$ cat src/design/tts_pkg.sv
package tts_pkg;

    localparam int unsigned DATA_W       = 32;
    localparam int unsigned FRAC_BITS    = 24;
    localparam int unsigned ROWS_MAX_DEF = 64;
    localparam int unsigned WORD_BITS_DEF = 32;
    localparam int unsigned IDX_W        = 6;
    localparam int unsigned ERR_W        = 2;
    localparam int unsigned DIVQ_W       = DATA_W + FRAC_BITS;   // quotient magnitude bits
    localparam int unsigned IN_TDATA_W   = 4 * DATA_W;
    localparam int unsigned OUT_TDATA_W  = ((DATA_W + IDX_W + 7) / 8) * 8;

    typedef enum logic [1:0] {
        ERR_NONE  = 2'd0,
        ERR_PIVOT = 2'd1,
        ERR_SAT   = 2'd2,
        ERR_ROWS  = 2'd3
    } t_err;

    typedef enum logic [4:0] {
        S_IDLE,
        S_FWD_RD,
        S_MUL1,
        S_SUB1,
        S_MUL2,
        S_SUB2,
        S_DIVC,
        S_WAITC,
        S_DIVD,
        S_WAITD,
        S_WR,
        S_BS0,
        S_BS1,
        S_BSW,
        S_BSM,
        S_BSS,
        S_EM_RD,
        S_EM_LD,
        S_EM_OUT
    } t_state;

    typedef struct packed {
        logic                     ovf;
        logic signed [DATA_W-1:0] val;
    } t_sat;

    // Clamp a wide value to a signed word of eff bits.
    function automatic t_sat sat_word(input logic signed [63:0] v, input int unsigned eff);
        logic signed [63:0] hi;
        logic signed [63:0] lo;
        t_sat               res;
        hi = (64'sd1 <<< (eff - 1)) - 64'sd1;
        lo = -hi - 64'sd1;
        res.ovf = 1'b0;
        res.val = v[DATA_W-1:0];
        if (v > hi) begin
            res.ovf = 1'b1;
            res.val = hi[DATA_W-1:0];
        end else if (v < lo) begin
            res.ovf = 1'b1;
            res.val = lo[DATA_W-1:0];
        end
        return res;
    endfunction

endpackage

$ cat src/design/tts_div.sv
module tts_div (
    input  logic                                  i_clk,
    input  logic                                  i_rst_n,
    input  logic                                  i_start,
    input  logic signed [tts_pkg::DATA_W-1:0]     i_num,
    input  logic signed [tts_pkg::DATA_W-1:0]     i_den,
    output logic                                  o_done,
    output logic signed [tts_pkg::DIVQ_W:0]       o_quot
);
    import tts_pkg::*;

    localparam int unsigned CNT_W = $clog2(DIVQ_W + 1);

    logic                  r_busy, n_busy;
    logic                  r_done, n_done;
    logic [CNT_W-1:0]      r_cnt, n_cnt;
    logic [DATA_W:0]       r_rem, n_rem;
    logic [DIVQ_W-1:0]     r_dq, n_dq;
    logic [DATA_W-1:0]     r_mag_d, n_mag_d;
    logic                  r_neg, n_neg;
    logic [DATA_W:0]       rem_sh;
    logic [DATA_W-1:0]     mag_n;

    // Restoring division on magnitudes, one quotient bit per cycle.
    always_comb begin
        n_busy  = r_busy;
        n_done  = 1'b0;
        n_cnt   = r_cnt;
        n_rem   = r_rem;
        n_dq    = r_dq;
        n_mag_d = r_mag_d;
        n_neg   = r_neg;
        mag_n   = i_num[DATA_W-1] ? DATA_W'(-i_num) : DATA_W'(i_num);
        rem_sh  = {r_rem[DATA_W-1:0], r_dq[DIVQ_W-1]};
        if (i_start) begin
            n_busy  = 1'b1;
            n_cnt   = CNT_W'(DIVQ_W);
            n_rem   = '0;
            n_dq    = {mag_n, {FRAC_BITS{1'b0}}};
            n_mag_d = i_den[DATA_W-1] ? DATA_W'(-i_den) : DATA_W'(i_den);
            n_neg   = i_num[DATA_W-1] ^ i_den[DATA_W-1];
        end else if (r_busy) begin
            if (rem_sh >= {1'b0, r_mag_d}) begin
                n_rem = rem_sh - {1'b0, r_mag_d};
                n_dq  = {r_dq[DIVQ_W-2:0], 1'b1};
            end else begin
                n_rem = rem_sh;
                n_dq  = {r_dq[DIVQ_W-2:0], 1'b0};
            end
            n_cnt = r_cnt - CNT_W'(1);
            if (r_cnt == CNT_W'(1)) begin
                n_busy = 1'b0;
                n_done = 1'b1;
            end
        end
    end

    always_ff @(posedge i_clk) begin
        if (!i_rst_n) begin
            r_busy <= 1'b0;
            r_done <= 1'b0;
        end else begin
            r_busy <= n_busy;
            r_done <= n_done;
        end
        r_cnt   <= n_cnt;
        r_rem   <= n_rem;
        r_dq    <= n_dq;
        r_mag_d <= n_mag_d;
        r_neg   <= n_neg;
    end

    assign o_done = r_done;
    assign o_quot = r_neg ? -$signed({1'b0, r_dq}) : $signed({1'b0, r_dq});

endmodule

$ cat config.mk
export PLATFORM = sky130hd
export DESIGN_NAME = tts_div
export DESIGN_NICKNAME = d
export VERILOG_FILES = /design/src/design/tts_pkg.sv /design/src/design/tts_div.sv
export SDC_FILE = /design/constraint.sdc
export NUM_CORES = 1
export LEC_CHECK = 0
export ABC_CLOCK_PERIOD_IN_PS = 8400
export BUFFER_PORTS_ARGS = -buffer_cell sky130_fd_sc_hd__buf_2
export CORE_ASPECT_RATIO = 1.75
export CORE_MARGIN = 5
export CORE_UTILIZATION = 45
export DETAILED_ROUTE_END_ITERATION = 6
export SLEW_MARGIN = 20
export SYNTH_ARGS = -nofsm -noshare
export SYNTH_HDL_FRONTEND = slang
export SYNTH_SLANG_ARGS = --single-unit
$ cat constraint.sdc
create_clock -name i_clk -period 8.4 [get_ports i_clk]
set_input_delay 0 -clock i_clk [delete_from_list [all_inputs] [get_ports i_clk]]
set_output_delay 0 -clock i_clk [all_outputs]
set_load 0.005 [all_outputs]
[Word level (Yosys, flattened, before mapping)]
Index checks and enable logic that the tools add are counted.
Storage, ports and cells
  bits of input ports: 67
  logic and storage cells: 32
  register bits after elaboration: 129
Cells by class
  bitwise operators: 3
  magnitude comparators: 1
  reduce and logical (&&, ||, !) cells: 2
  equality and inequality tests: 1
  add/subtract/negate cells: 5
  muxes and demuxes: 11
Operators with widths (number)
  56-bit 2-to-1 mux: 2
  32-bit 2-to-1 mux: 2
  32-bit negator: 2
  57-bit 2-to-1 mux: 1
  56-bit negator with 57-bit output: 1
  33-bit by 32-bit greater-or-equal comparator with 1-bit output: 1
  32-bit subtractor: 1
  31-bit 2-to-1 mux: 1
  6-bit by 1-bit equality test with 1-bit output, second input constant: 1
  6-bit by 1-bit subtractor with 6-bit output, second input constant: 1
  1-bit 2-to-1 mux: 5
  3-bit OR reduction: 1
  1-bit inverter: 2
  2-bit nonzero test: 1
  1-bit bitwise XOR: 1

[Depth between registers and ports, before layout]
Gate-level depths: netlist of run 1.
  word-level depth: 4
  mapped depth: 14

[Least setup slack after synthesis of run 1]
No wires, ideal clock.
  path type: register to register
  start: reg r_dq[55]
  end: reg r_rem[30]
  cell stages (with the launch flop): 12
  library setup time: 0.131 ns
  clock period less this slack: 3.050 ns
  setup slack: 5.350 ns
  data required time: 8.269 ns
  arrival time: 2.919 ns
  cell sequence: edfxtp_1 inv_1 ha_1 nand2b_1 a21oi_1 o21ai_0 o31a_1 o31a_1 o31ai_1 mux2_2 mux2i_1 nor3_1
Between the ends
  cells in the longest elaborated chain, start to end: 2
  elaborated cells between the ends (all ways): 3
  classes of those cells: add/sub: 1; order compare: 1; mux: 1
RTL lines
  start, declared: line tts_div.sv:18  | logic [DIVQ_W-1:0] r_dq, n_dq;
  start signal, assigned: line tts_div.sv:68  | r_dq <= n_dq;
  32-bit subtractor / 33-bit by 32-bit greater-or-equal comparator with 1-bit output (equally long branches): line tts_div.sv:44, tts_div.sv:43
  32-bit 2-to-1 mux *: line tts_div.sv:43  | if (rem_sh >= {1'b0, r_mag_d}) begin
  end signal, assigned: line tts_div.sv:67  | r_rem <= n_rem;
  end, declared: line tts_div.sv:17  | logic [DATA_W:0] r_rem, n_rem;
Every way passes the cells marked *; elsewhere a longest branch is shown, timed or not.
A chain may end at the register's enable or synchronous reset.

[Worst setup path after layout of run 1]
  start: reg r_dq[0]
  end: out o_quot[54] (netlist name)
Between the ends
  cells in the longest elaborated chain, start to end: 2
RTL lines
  56-bit negator with 57-bit output: line tts_div.sv:74  | assign o_quot = r_neg ? -$signed({1'b0, r_dq}) : $signed({1'b0, r_dq});
  57-bit 2-to-1 mux: line tts_div.sv:74
  end, declared: line tts_div.sv:8  | output logic signed [tts_pkg::DIVQ_W:0] o_quot
No other way between the ends.

==> results of run 1 <==
## power by group
group	internal (mW)	total, mW	switching (mW)	leakage (nW)
clock network	0.479	0.760	0.281	0.307
logic	0.223	0.507	0.284	3.01
registers	0.720	0.759	0.0391	1.18
total	1.42	2.03	0.605	4.50
## sequential cells by signal, indices dropped and copies added (netlist names)
register	flops
r_dq	56
o_done	1
r_rem	32
r_cnt	6
r_mag_d	32
r_neg	1
r_busy	1
## worst max-delay path by stage
| stage | from | end | cells past startpoint |
|---|---|---|---|
| floorplan | r_dq[55] | r_rem[30] | 11 |
| CTS | r_dq[0] | o_quot[54] | 12 |
| global route | r_dq[0] | o_quot[54] | 12 |
| detailed placement | r_mag_d[26] | r_rem[11] | 11 |
| global placement | r_dq[55] | r_rem[30] | 11 |
| finish | r_dq[0] | o_quot[54] | 12 |
## stage by stage
| step | util | cells | hold slack (ns) | instance area (µm²) |
|---|---|---|---|---|
| floorplan | - | 1040 | 0.0989 | 9070 |
| global placement | 0.497 | 1365 | 0.258 | 9850 |
| detailed placement | 0.497 | 1365 | 0.266 | 9860 |
| CTS | 0.553 | 1446 | 0.00217 | 11000 |
| global route | 0.554 | 1446 | 0.0121 | 11000 |
| finish | 0.554 | 1446 | 0.00766 | 11000 |
## placed cells by master, fill, tap and decap left out, drive strengths merged, types with 8 or more instances in the layout
master,netlist,final
dlygate4sd3,0,49
a21oi,57,57
nand2,104,104
buf,9,131
nand4,8,8
or3,31,31
a21o,13,13
inv,49,52
xnor2,98,98
ha,37,37
xor2,46,46
mux2i,29,29
edfxtp,65,65
a211oi,19,19
dfxtp,64,64
or4,20,20
nand3,9,9
o41ai,14,14
clkbuf,42,24
nor3,13,13
o31ai,38,38
nand2b,10,10
o21ai,97,97
nor2,84,84
## layer usage
metal,global-route usage,share of wire
met2,0.380,0.53
met5,0,0
met1,0.224,0.39
met3,0.0275,0.044
met4,0.0795,0.028
## kinds of logic (layout without fill, tap and decap cells)
| kind of cell | count (synthesis) | after routing |
|---|---|---|
| compound gates | 278 | 278 |
| xor+xnor | 144 | 144 |
| fa+ha+maj | 38 | 38 |
| buf+inv | 101 | 262 |
| flops | 129 | 129 |
| mux | 31 | 31 |
| simple gates | 319 | 319 |
## final cells by class
cell class | count | area, µm²
clock inverter | 8 | 85.1
inverter | 50 | 188
multi-input combinational | 810 | 5460
timing repair buffer | 180 | 1170
fill | 1856 | 8850
tap | 245 | 307
clock buffer | 24 | 536
sequential | 129 | 3230
## critical path: stages (launching register included)
cell and delay, ns:
dfxtp_1 0.35, inv_1 0.10, ha_1 0.16, nor3b_1 0.41
nand4_1 0.30, or3b_4 0.52, or3_4 0.38, or2_4 0.25
nand2b_4 0.16, or3_4 0.35, o41ai_2 0.24, xnor2_1 0.18
buf_2 0.15
==> results.md, run 1 <==
* Peak supply drop at 0.0950 mV
* Setup TNS at 0 ns
* Hold Path Class: primary input to register
* Compound-Gate Fraction of Synth Area at 0.195
* Initial antenna violation count at 0
* WL final at roughly 23 mm
* Post-synth top area share at 0.215
* Io pins at around 130
* CTS tree: yes
* CTS max path bufs at 2
* Clock sink total at ~130
* Worst reg2reg setup slack at between 4 and 5 ns
* Register area share after synthesis at 0.357
* Simple-gate portion of the synthesized area at 0.179
* Min cycle time layout at 3.98 ns
* Synth Register Bits at 129
* Main combinational cell family by area after synthesis: compound AO/OA/AOI/OAI gates
* Final Worst Setup Slack at between 4 and 5 ns
* Hold buffers post-CTS at just under 50
* CTS root buf: clkbuf_16
* Clock Latency Late Sink at ~0.42 ns
* Synth top cells by count: 104 x nand2_1, 98 x xnor2_1, 95 x o21ai_0
* Vias in the first global route at 7,777
* Worst hold path startpoint: i_num[30]
* Worst Setup End Kind: output pin
* Die H at between 150 and 200 µm
* Post-layout nets at 1,293
* Mux contribution to synthesized area at 0.0345
* Routed Antenna Nets at 0
* Core Region at 19,800 µm²
* TritonCTS Buffers at 17
* GR Util All Layers at 0.203
* Reg2Reg Depth at 12
* CP max FO at 6
* Dominant cell type by area after synthesis: edfxtp_1
* Critical path arrival at slightly below 4 ns
* Reg2reg start: r_dq[55]
* Fin crit share at 0.473
* Status: complete, no violations
* Die Span X at approximately 120 µm
* Setup WS pre-CTS at 4.65 ns
* Gate Count Post-Synth at roughly 1,000
* Post-synth cell types at roughly 70
* HPWL Detailed at 17.1 mm
* Async SR Flop Fraction at 0
* DR WL/cell at approximately 16 µm
* Endpoints failing setup at 0
* GR Overflow Total at 0
* Post-Syn Area at between 9000 and 10,000 µm²
* H-tree lvl count at 4
* Final hold violation count at 0
* Cts repair resizes at 0
* Hold depth at 3
* Clk_skew at 0.0107 ns
* Adder-Cell Fraction of Synth Area at 0.0533
* DRC Markers at 0
* Syn-to-layout area delta at 21.1%
* Vias per std cell at approximately 5.5
* Slew Limit Fails at 0
* Number of synthesized flops with an enable pin at 65
* Xor and xnor fraction of the mapped netlist area at 0.139
* PwrDens at about 180 nW/µm²
* Largest net degree at the start of global routing at 77
* 1st-pass router iterations at 4
* Clock-pin slew on the worst setup and hold paths at approximately 0.06 ns
* Initial DRC count at between 300 and 400
* RePlAce Congestion at ~0.86
* Max-cap violations at 0
* Syn_nets at approximately 1,100
* R2R Path End: r_rem[28]
* Via count at 7,913
* Max Clk Rate at 251 MHz
* Ant diodes at 0
* Die area at between 20,000 and 25,000 µm²
* RSZ-0062 raised after global routing: no
* Critical Path RT at 8.40 ns
* Leak at roughly 4.5 nW
* Area contributors post-synth: edfxtp_1 22%, dfxtp_1 14%, xnor2_1 9.5%, o21ai_0 5.2%, ha_1 5.1%
* Count leader, synth: nand2_1
* Setup Buffers After CTS at 0
* Starting Density at 0.457
* Least-Margin Pin Slew at approximately 0.96 ns
* Fraction of layout cells with a size suffix above 1 at 0.160
* Relative slew slack at 0.361
* Post-synthesis area per instance at around 8.7 µm²
* Placement Rows at 68
* Critical path type: register to output pin
* Synth Flop Type: edfxtp_1
* Global-route wire length before repair at around 38 mm
* # port buffers at around 120
* Syn. warnings at 0
* Hold Crit Endpoint: r_dq[54]
* Power Total at ~2.0 mW
* CP Launch Type: register
No activity file was read; power rests on OpenSTA's default activity.
==> run 2, diff against run 1 <==
- ABC_AREA: not set -> 1
- ABC_CLOCK_PERIOD_IN_PS: 8400 -> 3200
- PLACE_DENSITY: not set -> 0.66
- clock period: 8.4 -> 3.2 ns (I/O delays scaled with it)
==> run 2 against run 1 <==
Against the previous run:
- the flow now finishes with violations (design-rule violations)
- non-clock buffer count up 8
- clock power up 150%
- register-to-register slack worse by 4.1 ns
- worst hold slack better by 0.0056 ns
- combinational power up 100%
- die area up 21%
- utilization down 1.9 points
- first-iteration DRC count up 87%
- clock-buffer cell count down 3
==> results.md, run 2 <==
* Fin crit share at 0.857
* Syn-to-layout area delta at 17.8%
* Via count at between 10,000 and 15,000
* Largest net degree at the start of global routing at 50
* Critical path arrival at around 2.7 ns
* Syn_nets at around 1,900
* Top flop regs: r_dq (56), r_mag_d (32), r_rem (32)
* Clock Latency Late Sink at approximately 0.45 ns
* Commonest non-fill, non-tap cell in the layout: nand2_1
* Kind of cell adding the most delay to the critical path: simple AND/OR/NAND/NOR gates
* RePlAce Congestion at slightly above 1
* Post-synth cell types at 45
* CTS tree: yes
* Clock-pin slew on the worst setup and hold paths at roughly 0.060 ns
* GR Util All Layers at 0.278
* Hold Path Class: primary input to register
* CP max FO at 3
* Syn. warnings at 0
* Cts repair resizes at 0
* Slew Limit Fails at 0
* Register area share after synthesis at 0.291
* Crit-path max cell delay at between 0.5 and 0.6 ns
* Critical Path RT at about 3.2 ns
* Post-synth top area share at 0.176
* Final hold violation count at 0
* Worst Setup End Kind: output pin
* Leak at 6.66 nW
* Relative slew slack at 0.290
* DR WL/cell at approximately 17 µm
* Setup TNS at 0 ns
* DRC Markers at 4
* CP Launch Type: register
* Io pins at between 100 and 150
* Power Total at between 4 and 5 mW
* Max reg flops at 56
* Synth Register Bits at approximately 130
* Global-route wire length before repair at roughly 60 mm
* Post-layout nets at between 2,000 and 2,500
* Die area at about 28,000 µm²
* Clk_skew at between 0.01 and 0.015 ns
* Die H at about 220 µm
* Peak supply drop at roughly 0.36 mV
* Synth top cells by count: 483 x nand2_1, 300 x inv_1, 188 x nor2_1
* HPWL Detailed at approximately 30 mm
* Post-Syn Area at 11,100 µm²
* CTS root buf: clkbuf_16
* Number of synthesized flops with an enable pin at 65
* Post-DP Area at 12,000 µm²
* CTS max path bufs at 2
* Async SR Flop Fraction at 0
* Slowest CP cell: nor3_1
* Final instance area at approximately 13,000 µm²
* Failing checks: design-rule violations
* Die Span X at approximately 130 µm
* Count leader, synth: nand2_1
* RSZ-0062 raised after global routing: no
* Vias per std cell at around 5.2
* Most frequent cells in the layout: 483 x nand2_1, 299 x inv_1, 187 x nor2_1, 151 x nand3_1, 124 x buf_2
* Synth Flop Type: edfxtp_1
* Largest Register: r_dq
* Routed Antenna Nets at 0
* Initial DRC count at about 570
* WP buf/inv at 1
* Core Region at around 24,000 µm²
* 1st-pass router iterations at 7
* Placement Rows at 76
* # port buffers at between 100 and 150
* Dominant cell type by area after synthesis: edfxtp_1
* Max Clk Rate at 365 MHz
* PwrDens at roughly 370 nW/µm²
* Least-Margin Pin Slew at approximately 1.1 ns
* Ant diodes at 0
* Initial antenna violation count at 0
* GR Overflow Total at 0
* Max-cap violations at 0
* Vias in the first global route at roughly 12,000
* Endpoints failing setup at 0
* Post-synthesis area per instance at between 6 and 7 µm²
* Clock sink total at 129
* Worst path cell trace: nor2_1, nand3_1, nor2_1, nand2_1, nor3_1, xor2_1, nand2_1, o21ai_0, buf_2
* Min cycle time layout at 2.74 ns
* Status: finished with violations
* Starting Density at 0.454
* H-tree lvl count at 4
* Fraction of layout cells with a size suffix above 1 at 0.117
* TritonCTS Buffers at 17
* WL final at about 39 mm
* Critical path type: register to output pin
* Gate Count Post-Synth at 1,753
* Area contributors post-synth: edfxtp_1 18%, nand2_1 16%, dfxtp_1 12%, inv_1 10%, nand3_1 6.8%
-- run 2: cell types whose count changed in the layout (fill, tap and decap cells not counted), sizes merged, moves of 29 or more --
cell,before,now
nand2,104,496
inv,52,316
nand3,9,155
nor2,84,203
xnor2,98,18
o31ai,38,2
o22ai,1,33
or3,31,1
mux2i,29,0
-- run 2: layer usage --
metal,global-route usage,wire [µm],up-vias
li1,-,-,5890
met4,0.231,3610,0
met2,0.537,21000,337
met3,0.0377,1270,149
met5,0,0,-
met1,0.243,12700,5208
-- run 2: cell families after synthesis --
| family | Yosys count | synth area share |
|---|---|---|
| flops | 129 | 0.291 |
| simple gates | 940 | 0.369 |
| buf+inv | 358 | 0.126 |
| xor+xnor | 92 | 0.0726 |
| fa+ha+maj | 38 | 0.0435 |
| compound gates | 196 | 0.0968 |
-- run 2: stage by stage --
step / setup WS, ns / util / hold slack (ns) / cells
after floorplan: 1.09 / - / 0.0989 / 1753
after global placement: 0.685 / 0.491 / 0.246 / 2158
after detailed placement: 0.690 / 0.491 / 0.253 / 2158
after CTS: 0.424 / 0.535 / 0.00130 / 2242
after global routing: 0.283 / 0.535 / 0.0147 / 2242
final: 0.458 / 0.535 / 0.0133 / 2242
-- run 2: layout make-up --
class | count | area (µm²)
inverters | 315 | 1180
fillers | 2459 | 11400
multi-input cells | 1266 | 6460
repair buffers | 188 | 1240
flip-flops and latches | 129 | 3230
clock inverters | 11 | 75.1
well taps | 312 | 390
clock buffers | 21 | 483
-- run 2: power breakdown --
part	switching (mW)	leakage [nW]	internal, mW
Sequential	0.0526	1.17	1.85
Combinational	0.666	5.20	0.366
Clock	0.808	0.283	1.08
Total	1.53	6.66	3.30
-- run 2: what timing repair did --
action,CTS,global route
endpoints found under the hold margin,53,0
hold buffers,52,0
setup buffers,0,0
-- run 2: final timing paths --
kind	depth (start not counted)	from	endpoint	slack, ns
setup / recovery	9	r_dq[42]	o_quot[45]	0.46
hold / removal	2	i_den[17]	r_mag_d[17]	0.01
setup reg to reg	15	r_mag_d[22]	r_rem[31]	0.71
hold reg to reg	2	r_rem[24]	r_rem[24]	0.47
==> run 3, diff against run 2 <==
- RECOVER_POWER: not set -> 100
- SKIP_CTS_REPAIR_TIMING: not set -> 1
==> run 3 against run 2 <==
Against the previous run:
- the run ends with negative hold slack left
- combinational power shrank 4%
- worst hold slack worse by 0.050 ns
- sequential cell count unchanged
- critical endpoint is now o_quot[42]
- largest power group unchanged
- highest routed layer unchanged
==> results.md, run 3 (same netlist as run 2, synthesis figures left out) <==
* Clock power frac at 0.395
* R2R Path End: r_rem[11]
* # port buffers at about 120
* Met2 Track Usage GR at 0.528
* Cells after DPL at around 2,200
* Worst reg2reg setup slack at 0.42 ns
* Global-route wire length before repair at between 50 and 60 mm
* CP startpoint: r_dq[1]
* Vias per std cell at between 5 and 6
* Crit-path max cell delay at between 0.3 and 0.4 ns
* Combinational share of power at 0.207
* Switching Share at 0.317
* Hold Path Class: primary input to register
* Power Total at 4.79 mW
* Fin crit share at 0.903
* Clk_skew at between 0.009 and 0.01 ns
* Least-Margin Pin Slew at around 1.5 ns
* Kind of cell adding the most delay to the critical path: simple AND/OR/NAND/NOR gates
* 1st-pass router iterations at 7
* Relative slew slack at 0.0290
* Reg2reg start: r_mag_d[22]
* Final hold violation count at 4
* Max-cap violations at 0
* CTS tree: yes
* GRT busiest layer: met2
* Clock Latency Late Sink at roughly 0.45 ns
* Slew Limit Fails at 0
* CP Launch Type: register
* Initial DRC count at around 500
* Post-layout nets at between 2,000 and 2,500
* Worst Setup End Kind: output pin
* PwrDens at roughly 380 nW/µm²
* M1 GR Usage at 0.240
* CP max FO at 4
* TritonCTS Buffers at 17
* Critical path arrival at approximately 2.9 ns
* Psw at ~1.5 mW
* Crit. path cell count at 13
* Ant diodes at 0
* Largest Register: r_dq
* Min cycle time layout at slightly below 3 ns
* Max reg flops at 56
* DRC Markers at 0
* DR WL/cell at around 17 µm
* Vias in the first global route at 11,700
* CTS max path bufs at 2
* Via count at between 10,000 and 15,000
* Die area at roughly 28,000 µm²
* Sequential share of power at 0.398
* Largest net degree at the start of global routing at 50
* Initial antenna violation count at 0
* Slowest CP cell: dfxtp_1
* Core Region at about 24,000 µm²
* Worst path cell trace: inv_1, ha_1, nand3_1, nor2_1, nand2_2, nor2_2, nand3_2, nor3_2, nand3_1, nand2_1, nand2_1, nand2_1, clkbuf_1
* Leak at 6.39 nW
* Setup TNS at 0 ns
* Starting Density at 0.454
* GR Overflow Total at 0
* Fraction of layout cells with a size suffix above 1 at 0.0841
* Failing checks: negative hold slack
* Commonest non-fill, non-tap cell in the layout: nand2_1
* Int Power at 3.27 mW
* Critical path type: register to output pin
* WP buf/inv at 2
* Placement Rows at 76
* Die H at approximately 220 µm
* Setup WS pre-CTS at between 0.6 and 0.7 ns
* Critical Path RT at ~3.2 ns
* Die Span X at about 130 µm
* RSZ-0062 raised after global routing: no
* Worst setup path end: o_quot[42]
* Final Worst Setup Slack at 0.311 ns
* Syn-to-layout area delta at 15.0%
* RePlAce Congestion at between 1 and 1.5
* HPWL Detailed at 30.8 mm
* H-tree lvl count at 4
* CTS root buf: clkbuf_16
* Status: finished with violations
* Peak supply drop at 0.362 mV
* WL final at 38.5 mm
* Finished Layout Cells at between 2,000 and 2,500
* Most used cell along the critical path: nand2_1
* M3 GR Usage at 0.0365
* GR Util All Layers at 0.273
* Clock-pin slew on the worst setup and hold paths at 0.06 ns
* Most frequent cells in the layout: 484 x nand2_1, 301 x inv_1, 190 x nor2_1, 152 x nand3_1, 95 x o21ai_0
* Max Clk Rate at roughly 350 MHz
* Reg2Reg Depth at 13
* Top flop regs: r_dq (56), r_mag_d (32), r_rem (32)
* Hold WS at -0.0367 ns
* Endpoints failing setup at 0
* Routed Antenna Nets at 0
* Clock sink total at about 130
* Io pins at between 100 and 150
[run 3: changes by cell type in the layout (fill, tap and decap cells not counted), moves of 3 or more]
cell           delta
o21ai_1          -16
o21ai_0          +18
clkbuf_1         +50
nor3_2            -3
buf_4             -4
clkbuf_2          +4
nor2_1            +3
buf_2            -49
nor3_1            +4
dlygate4sd3_1    -16
[run 3: tightest hold or removal path: stages]
cell	delay (ns)
buf_2	0.12
a21oi_1	0.05
o22ai_1	0.12
[run 3: final cells by class]
class,count,area [µm²]
clock buffers,21,483
clock inverters,11,75.1
fillers,2542,11700
inverters,315,1180
multi-input cells,1266,6400
flip-flops and latches,129,3230
well taps,312,390
repair buffers,172,996
[run 3: metal layers]
layer / vias to the layer above / share of wire
met5: - / 0
met4: 0 / 0.095
met3: 148 / 0.033
met2: 344 / 0.54
met1: 5212 / 0.33
li1: 5855 / -
[run 3: stage by stage]
stage | util | area, µm²
final | 0.522 | 12800
after global routing | 0.522 | 12800
after CTS | 0.513 | 12500
after detailed placement | 0.491 | 12000
after global placement | 0.491 | 12000
after floorplan | - | 11100
[run 3: power by group through the flow]
stage	Clock (mW)	Combinational (mW)	Sequential [mW]
final	1.89	0.990	1.91
after global routing	1.97	1.10	1.92
after CTS	1.92	0.982	1.91
after detailed placement	0	0.974	1.94
after global placement	0	0.968	1.94
after floorplan	0	0.618	1.92
[run 3: worst min-delay path by stage]
stage / from / end / slack (ns) / cells past startpoint
detailed placement: i_rst_n / r_busy / 0.25 / 3
CTS: i_rst_n / r_busy / -0.23 / 3
global route: i_den[20] / r_mag_d[20] / 0.01 / 3
floorplan: i_den[0] / r_mag_d[0] / 0.1 / 0
global placement: i_rst_n / r_busy / 0.25 / 3
finish: i_num[20] / r_dq[44] / -0.04 / 3
